### src/assert_macros.svh
// ---------------------------------------------------------------------------
// assert_macros.svh
// Shared concurrent assertion macros for the variant finder RTL.
// ---------------------------------------------------------------------------
`ifndef ASSERT_MACROS_SVH
`define ASSERT_MACROS_SVH

// same-cycle implication
`define ASSERT_IMPL(lbl, clk, rst, ante, cons, msg) \
  lbl: assert property (@(posedge clk) disable iff (rst) (ante) |-> (cons)) else $error(msg);

// next-cycle implication
`define ASSERT_NEXT(lbl, clk, rst, ante, cons, msg) \
  lbl: assert property (@(posedge clk) disable iff (rst) (ante) |=> (cons)) else $error(msg);

`endif

### src/lfvf_pkg.sv
// ---------------------------------------------------------------------------
// lfvf_pkg
// Shared constants and controller/datapath interface types.
// ---------------------------------------------------------------------------
package lfvf_pkg;

  localparam int MAX_COLUMNS_DEF = 4096;
  localparam int MAX_REGIONS_DEF = 64;
  localparam int COUNT_BITS_DEF  = 16;

  localparam int FREQ_W  = 7;
  localparam int LEN_W   = 13;
  localparam int START_W = 12;
  localparam int PCT     = 100;

  localparam int  ADDR_W     = 3;
  localparam int  DATA_W     = 32;
  localparam logic REG_FREQ  = 1'b0;
  localparam logic REG_MAXLEN = 1'b1;

  typedef struct packed {
    logic col_load;
    logic col_proc;
    logic pair_init;
    logic r_rd;
    logic r_take;
    logic r_skip;
    logic l_rd;
    logic nest_inc;
    logic nest_dec;
    logic l_take;
    logic wl_rd;
    logic wr_rd;
    logic w_take;
    logic j_rd;
    logic j_mul;
    logic j_next;
    logic add;
    logic e_init;
    logic e_rd;
    logic e_load;
    logic e_none;
    logic clear;
  } cmd_t;

  typedef struct packed {
    logic last;
    logic rcnt_zero;
    logic rcount_zero;
    logic lcnt_zero;
    logic anchor_right;
    logic too_long;
    logic nested_zero;
    logic j_done;
    logic j_low;
    logic ocnt_zero;
    logic out_valid;
  } status_t;

endpackage

### src/lfvf_ctrl.sv
// ---------------------------------------------------------------------------
// lfvf_ctrl
// Sequencer for column loading, anchor pairing and region readout.
// ---------------------------------------------------------------------------
module lfvf_ctrl (
  input  logic             clk,
  input  logic             rst,
  input  logic             in_valid,
  output logic             in_stall,
  input  lfvf_pkg::status_t sts,
  output lfvf_pkg::cmd_t    cmd
);
  import lfvf_pkg::*;

  typedef enum logic [4:0] {
    IDLE, COL, P_INIT, R_CHK, R_WAIT, L_ISS, L_WAIT, W_LRD, W_RRD, W_TAKE,
    J_ISS, J_WAIT, J_CMP, ADD, E_START, E_ISS, E_WAIT, E_HOLD, CLEAR
  } state_t;

  state_t state, state_next;

  always_comb begin
    cmd = '0;
    state_next = state;
    unique case (state)
      IDLE: begin
        if (in_valid) begin
          cmd.col_load = 1'b1;
          state_next = COL;
        end
      end
      COL: begin
        cmd.col_proc = 1'b1;
        state_next = sts.last ? P_INIT : IDLE;
      end
      P_INIT: begin
        cmd.pair_init = 1'b1;
        state_next = R_CHK;
      end
      R_CHK: begin
        if (sts.rcnt_zero) begin
          state_next = E_START;
        end else begin
          cmd.r_rd = 1'b1;
          state_next = R_WAIT;
        end
      end
      R_WAIT: begin
        if (sts.anchor_right) begin
          cmd.r_take = 1'b1;
          state_next = L_ISS;
        end else begin
          cmd.r_skip = 1'b1;
          state_next = R_CHK;
        end
      end
      L_ISS: begin
        if (sts.lcnt_zero) begin
          cmd.r_skip = 1'b1;
          state_next = R_CHK;
        end else begin
          cmd.l_rd = 1'b1;
          state_next = L_WAIT;
        end
      end
      L_WAIT: begin
        if (sts.too_long) begin
          cmd.r_skip = 1'b1;
          state_next = R_CHK;
        end else if (sts.anchor_right) begin
          cmd.nest_inc = 1'b1;
          state_next = L_ISS;
        end else if (!sts.nested_zero) begin
          cmd.nest_dec = 1'b1;
          state_next = L_ISS;
        end else begin
          cmd.l_take = 1'b1;
          state_next = W_LRD;
        end
      end
      W_LRD: begin
        cmd.wl_rd = 1'b1;
        state_next = W_RRD;
      end
      W_RRD: begin
        cmd.wr_rd = 1'b1;
        state_next = W_TAKE;
      end
      W_TAKE: begin
        cmd.w_take = 1'b1;
        state_next = J_ISS;
      end
      J_ISS: begin
        if (sts.j_done) begin
          state_next = ADD;
        end else begin
          cmd.j_rd = 1'b1;
          state_next = J_WAIT;
        end
      end
      J_WAIT: begin
        cmd.j_mul = 1'b1;
        state_next = J_CMP;
      end
      J_CMP: begin
        if (sts.j_low) begin
          cmd.j_next = 1'b1;
          state_next = J_ISS;
        end else begin
          cmd.r_skip = 1'b1;
          state_next = R_CHK;
        end
      end
      ADD: begin
        cmd.add = 1'b1;
        state_next = R_CHK;
      end
      E_START: begin
        cmd.e_init = 1'b1;
        if (sts.rcount_zero) begin
          cmd.e_none = 1'b1;
          state_next = E_HOLD;
        end else begin
          state_next = E_ISS;
        end
      end
      E_ISS: begin
        cmd.e_rd = 1'b1;
        state_next = E_WAIT;
      end
      E_WAIT: begin
        cmd.e_load = 1'b1;
        state_next = E_HOLD;
      end
      E_HOLD: begin
        if (!sts.out_valid) begin
          state_next = sts.ocnt_zero ? CLEAR : E_ISS;
        end
      end
      CLEAR: begin
        cmd.clear = 1'b1;
        state_next = IDLE;
      end
      default: state_next = IDLE;
    endcase
  end

  always_ff @(posedge clk) begin
    if (rst) begin
      state    <= IDLE;
      in_stall <= 1'b0;
    end else begin
      state    <= state_next;
      in_stall <= (state_next != IDLE);
    end
  end

  `include "assert_macros.svh"

  `ASSERT_NEXT(a_accept_to_col, clk, rst, in_valid && !in_stall, state == COL, "accepted beat not processed")
  `ASSERT_IMPL(a_hold_out, clk, rst, state == E_HOLD && $past(state) == E_WAIT, sts.out_valid, "result not loaded")

endmodule

### config.mk
export PLATFORM = sky130hd
export DESIGN_NAME = lfvf_ctrl
export DESIGN_NICKNAME = d
export VERILOG_FILES = /design/src/lfvf_pkg.sv /design/src/lfvf_ctrl.sv
export VERILOG_INCLUDE_DIRS = /design/src /design/src/src
export SDC_FILE = /design/constraint.sdc
export NUM_CORES = 1
export LEC_CHECK = 0
export BUFFER_PORTS_ARGS = -buffer_cell sky130_fd_sc_hd__buf_2
export CORE_MARGIN = 1
export CORE_UTILIZATION = 30
export CTS_CLUSTER_SIZE = 14
export DETAILED_ROUTE_END_ITERATION = 8
export PLACE_DENSITY = 0.65
export SLEW_MARGIN = 20
export SYNTH_ARGS = -nofsm -noshare
export SYNTH_HDL_FRONTEND = slang
export SYNTH_SLANG_ARGS = --single-unit
### constraint.sdc
create_clock -name clk -period 3 [get_ports clk]
set_input_delay 0.3 -clock clk [delete_from_list [all_inputs] [get_ports clk]]
set_output_delay 0.3 -clock clk [all_outputs]
set_load 0.01 [all_outputs]
== After elaboration in Yosys (flattened, before gate mapping) ==
Cells that the tools add are included.

* Bits of input ports: 14
* Output and inout bits: 23
* Logic and storage cells: 72
* Register bits: 6

* Reduce and logical (&&, ||, !) cells: 3
* Muxes and demuxes: 49
* Eq/ne operators: 18

{| class="wikitable"
|+ Operators with widths
! operator !! count
|-
| one-hot mux 5 bit (17 select lines) || 1
|-
| == test 5 x 4 -> 1 bit, second input constant || 8
|-
| 2-to-1 mux 1 bit || 31
|-
| 2-to-1 mux 5 bit || 6
|-
| == test 5 x 3 -> 1 bit, second input constant || 4
|-
| == test 5 bit, second input constant || 3
|-
| 2-to-1 mux 3 bit || 5
|-
| == test 5 x 2 -> 1 bit, second input constant || 2
|-
| 2-to-1 mux 4 bit || 2
|-
| 2-to-1 mux 2 bit || 3
|-
| == test 5 x 1 -> 1 bit, second input constant || 1
|-
| zero test 5 bit || 1
|-
| nonzero test 5 bit || 1
|-
| one-hot mux 1 bit (4 select lines) || 1
|-
| OR reduction 2 bit || 1
|}

== Logic depth before layout (Yosys ltp) ==
* Depth after elaboration: 5
* Gate-level depth with buffers: 7
* Depth with buffers taken out: 5

== Least setup slack after synthesis ==
Ideal clock, no wire load.

* Kind: register to output
* Start point: register state[2]
* End point: output port cmd[21] (netlist name)
* Path buffers: 2
* Arrival time: 1.259 ns
* Data required time: 2.700 ns
* Slack: 1.441 ns
* Cell stages (with the launch flop): 5
* Path through: dfxtp_1 -> buf_6 -> clkbuf_1 -> or3_1 -> nor3_1

{| class="wikitable"
|+ RTL lines
! item !! line !! RTL
|-
| from (decl) || lfvf_ctrl.sv:20 || <nowiki>state_t state, state_next;</nowiki>
|-
| from (signal assigned) || lfvf_ctrl.sv:153 || <nowiki>state <= state_next;</nowiki>
|-
| to (decl) || lfvf_ctrl.sv:11 || <nowiki>output lfvf_pkg::cmd_t cmd</nowiki>
|}

==> metrics.md <==
| Metric | Value |
|---|---|
| Outcome | `completed` |
| Gpl congestion | `a little under 0.9` |
| Antenna violation net count after detailed routing | `0` |
| Buffers on Ports | `36` |
| Avg Vias per Cell | `around 5.3` |
| Vias | `876` |
| Final hold viol count | `0` |
| CTS tree | `built` |
| Inserted Clock Buffers | `3` |
| Final non-filler cell area | `922.1 um^2` |
| Synth Area in Compound Gates | `0.2378` |
| Top cells by count, synth | `nor2_1, inv_1, dfxtp_1` |
| Mapped Cells | `106` |
| Largest net degree at the start of global routing | `23` |
| CTS Hold Bufs | `0` |
| Mux cell area share after synthesis | `0.01349` |
| Worst Tran Pin Value | `0.6188 ns` |
| Initial antenna violation count | `0` |
| RSZ-0062 raised after global routing | `false` |
| Place WS | `1.024 ns` |
| DIE WIDTH | `just over 50 um` |
| Yosys top cell by area | `dfxtp_1` |
| 1st-iter DRT viols | `26` |
| Critical path type | `register to primary output` |
| Syn Area/Cell | `approximately 7.0 um^2` |
| Max_slew headroom | `0.5869` |
| Ant. Diodes | `0` |
| Register Area | `120.1 um^2` |
| Synth warn | `0` |
| WL final | `between 2000 and 2500 um` |
| Starting density of the core | `0.3260` |
| XOR/XNOR Fraction of Synth Area | `0` |
| Data arrival, critical path | `between 1.5 and 2 ns` |
| Achievable Freq | `0.4423 GHz` |
| Vias in the first global route | `792` |
| Worst VDD drop | `176.0 uV` |
| PwrDens | `324.3 nW/um^2` |
| Period Utilization, post-route | `0.7537` |
| Total gr overflow | `0` |
| Netlist cell types | `42` |
| Chip height | `51.73 um` |
| Worst Slack Setup Final | `0.7390 ns` |
| Hold Crit Class | `primary input to register` |
| Leakage | `0.4779 nW` |
| #FFs+latches synth | `6` |
| Setup Skew | `0.001109 ns` |
| Ratio of cells with drive above 1 in the final layout | `0.3577` |
| Top_reg_cell synth | `dfxtp_1` |
| # rows | `17` |
| # IOs | `37` |
| Syn nets | `120` |
| Root buffer cell | `clkbuf_4` |
| Nets | `153` |
| H-tree levels | `1` |
| Top cell type's share of synthesized area | `0.1619` |
| CTS-repair resized insts | `0` |
| CORE AREA | `2276 um^2` |
| Clk sink count | `6` |
| Non-Filler Instances | `165` |
| Layout area overhead | `24.28%` |
| Pins Over Slew Limit | `0` |
| Post-Syn Area | `between 700 and 800 um^2` |
| R2r setup slk | `around 1.1 ns` |
| Post-synthesis adder-cell area fraction | `0` |
| Placed inst area | `899.6 um^2` |
| GRT Overall Usage | `0.1718` |
| Clk_lat worst skew | `roughly 0.24 ns` |
| Footprint of the multi-input gates | `523.0 um^2` |
| Deepest clock path buffer count | `2` |
| Die ar. | `2676 um^2` |
| FFs w/ async S/R, synth | `0` |
| DRT Pass-1 Iters | `5` |
| Max-cap violation count | `0` |
| Simple-gate area share of the yosys netlist | `0.4536` |
| Filler cells | `249` |
| Final setup vio count | `0` |
| Clock slew at reported path FFs | `0.05 ns` |
| Number of synthesized flops with an enable pin | `0` |
| Remaining routing DRC violations | `0` |
| Detail Placement HPWL | `1674 um` |
| Worst EP required | `2.70 ns` |
| Setup TNS | `0 ns` |
| Critical Path Fanout Max | `18` |
| Final min period | `2.261 ns` |
| Crit path launch type | `register` |
| Dominant cells by area after synthesis | `dfxtp_1, nor2_1, inv_1` |
| Element type at the critical path end | `primary output` |
| Largest family of logic cells by synthesized area | `simple AND/OR/NAND/NOR gates` |
| Post-CTS setup buffers | `0` |
| Most common cell in the netlist | `nor2_1` |
| WL/cell | `between 10 and 15 um` |
| First-pass GRT wire length | `3498 um` |
| Seq/Total Area, Yosys | `0.1619` |
| Cell total after placement | `between 150 and 200` |
## where the power goes
part | leakage [nW] | internal (W) | switching (W)
Sequential | 0.0491 | 0.0000888 | 0.0000230
Clock | 0.0138 | 0.0000452 | 0.0000284
Combinational | 0.415 | 0.0000520 | 0.0000616
Total | 0.478 | 0.000186 | 0.000113
## sequential cells by signal (all words and copies together), names as in the netlist
register and count:
in_stall 1, state 5
## cells by family after synthesis
family,after synthesis
AOI/OAI and AO/OA,24
buffers and inverters,19
DFF,6
muxes,1
and+or+nand+nor,56
## path summary, 6_finish.rpt
path,cells after the start,to,from
max,4,cmd[16],state[2]
min reg2reg,3,state[3],state[4]
min,2,in_stall,rst
max reg2reg,5,in_stall,state[1]
## layer usage
layer  track usage  up-vias  routed length (um)  part of all wire
met2        0.2684       33                1066              0.49
li1              -      436                   -                 -
met3       0.02047        6                 137             0.063
met5             0        -                   0                 0
met1        0.2218      401                 938              0.43
met4        0.1081        0                  42             0.019
## metrics by stage
step,hold slack [ns],total power [W],utilization
2_1_floorplan,0.3633,0.0001935,-
3_3_place_gp,0.5382,0.0002245,0.3953
3_5_place_dp,0.5459,0.0002257,0.3953
4_1_cts,0.2844,0.0003034,0.4052
5_1_grt,0.3047,0.0003264,0.4052
6_report,0.2954,0.0002990,0.4052
## layout make-up
type,instances,area share
multi-input combinational,81,0.5672
sequential,6,0.1303
tap,28,0.03799
clock buffer,3,0.02442
timing repair buffer,36,0.1954
inverter,11,0.04478
## critical path, stage by stage (launching register included)
cell and delay (ns):
dfxtp_1 0.61, nor4b_2 0.49, inv_1 0.09, o31ai_1 0.32, buf_2 0.19
## layout by cell type, fill, tap and decap left out, drive strengths merged, types with 2 or more instances in the layout
| master | instances |
|---|---|
| buf | 36 |
| nor2 | 16 |
| inv | 11 |
| dfxtp | 6 |
| nor3 | 6 |
| nand2 | 5 |
| a21oi | 5 |
| o21ai | 4 |
| nor2b | 3 |
| and3 | 3 |
| o31ai | 3 |
| nand3 | 3 |
| clkbuf | 3 |
| nand2b | 3 |
| or3b | 3 |
| nor4b | 3 |
| or2 | 2 |
| nor3b | 2 |
| or3 | 2 |
| nor4 | 2 |
| a21o | 2 |
(Power assumes the default switching activity.)
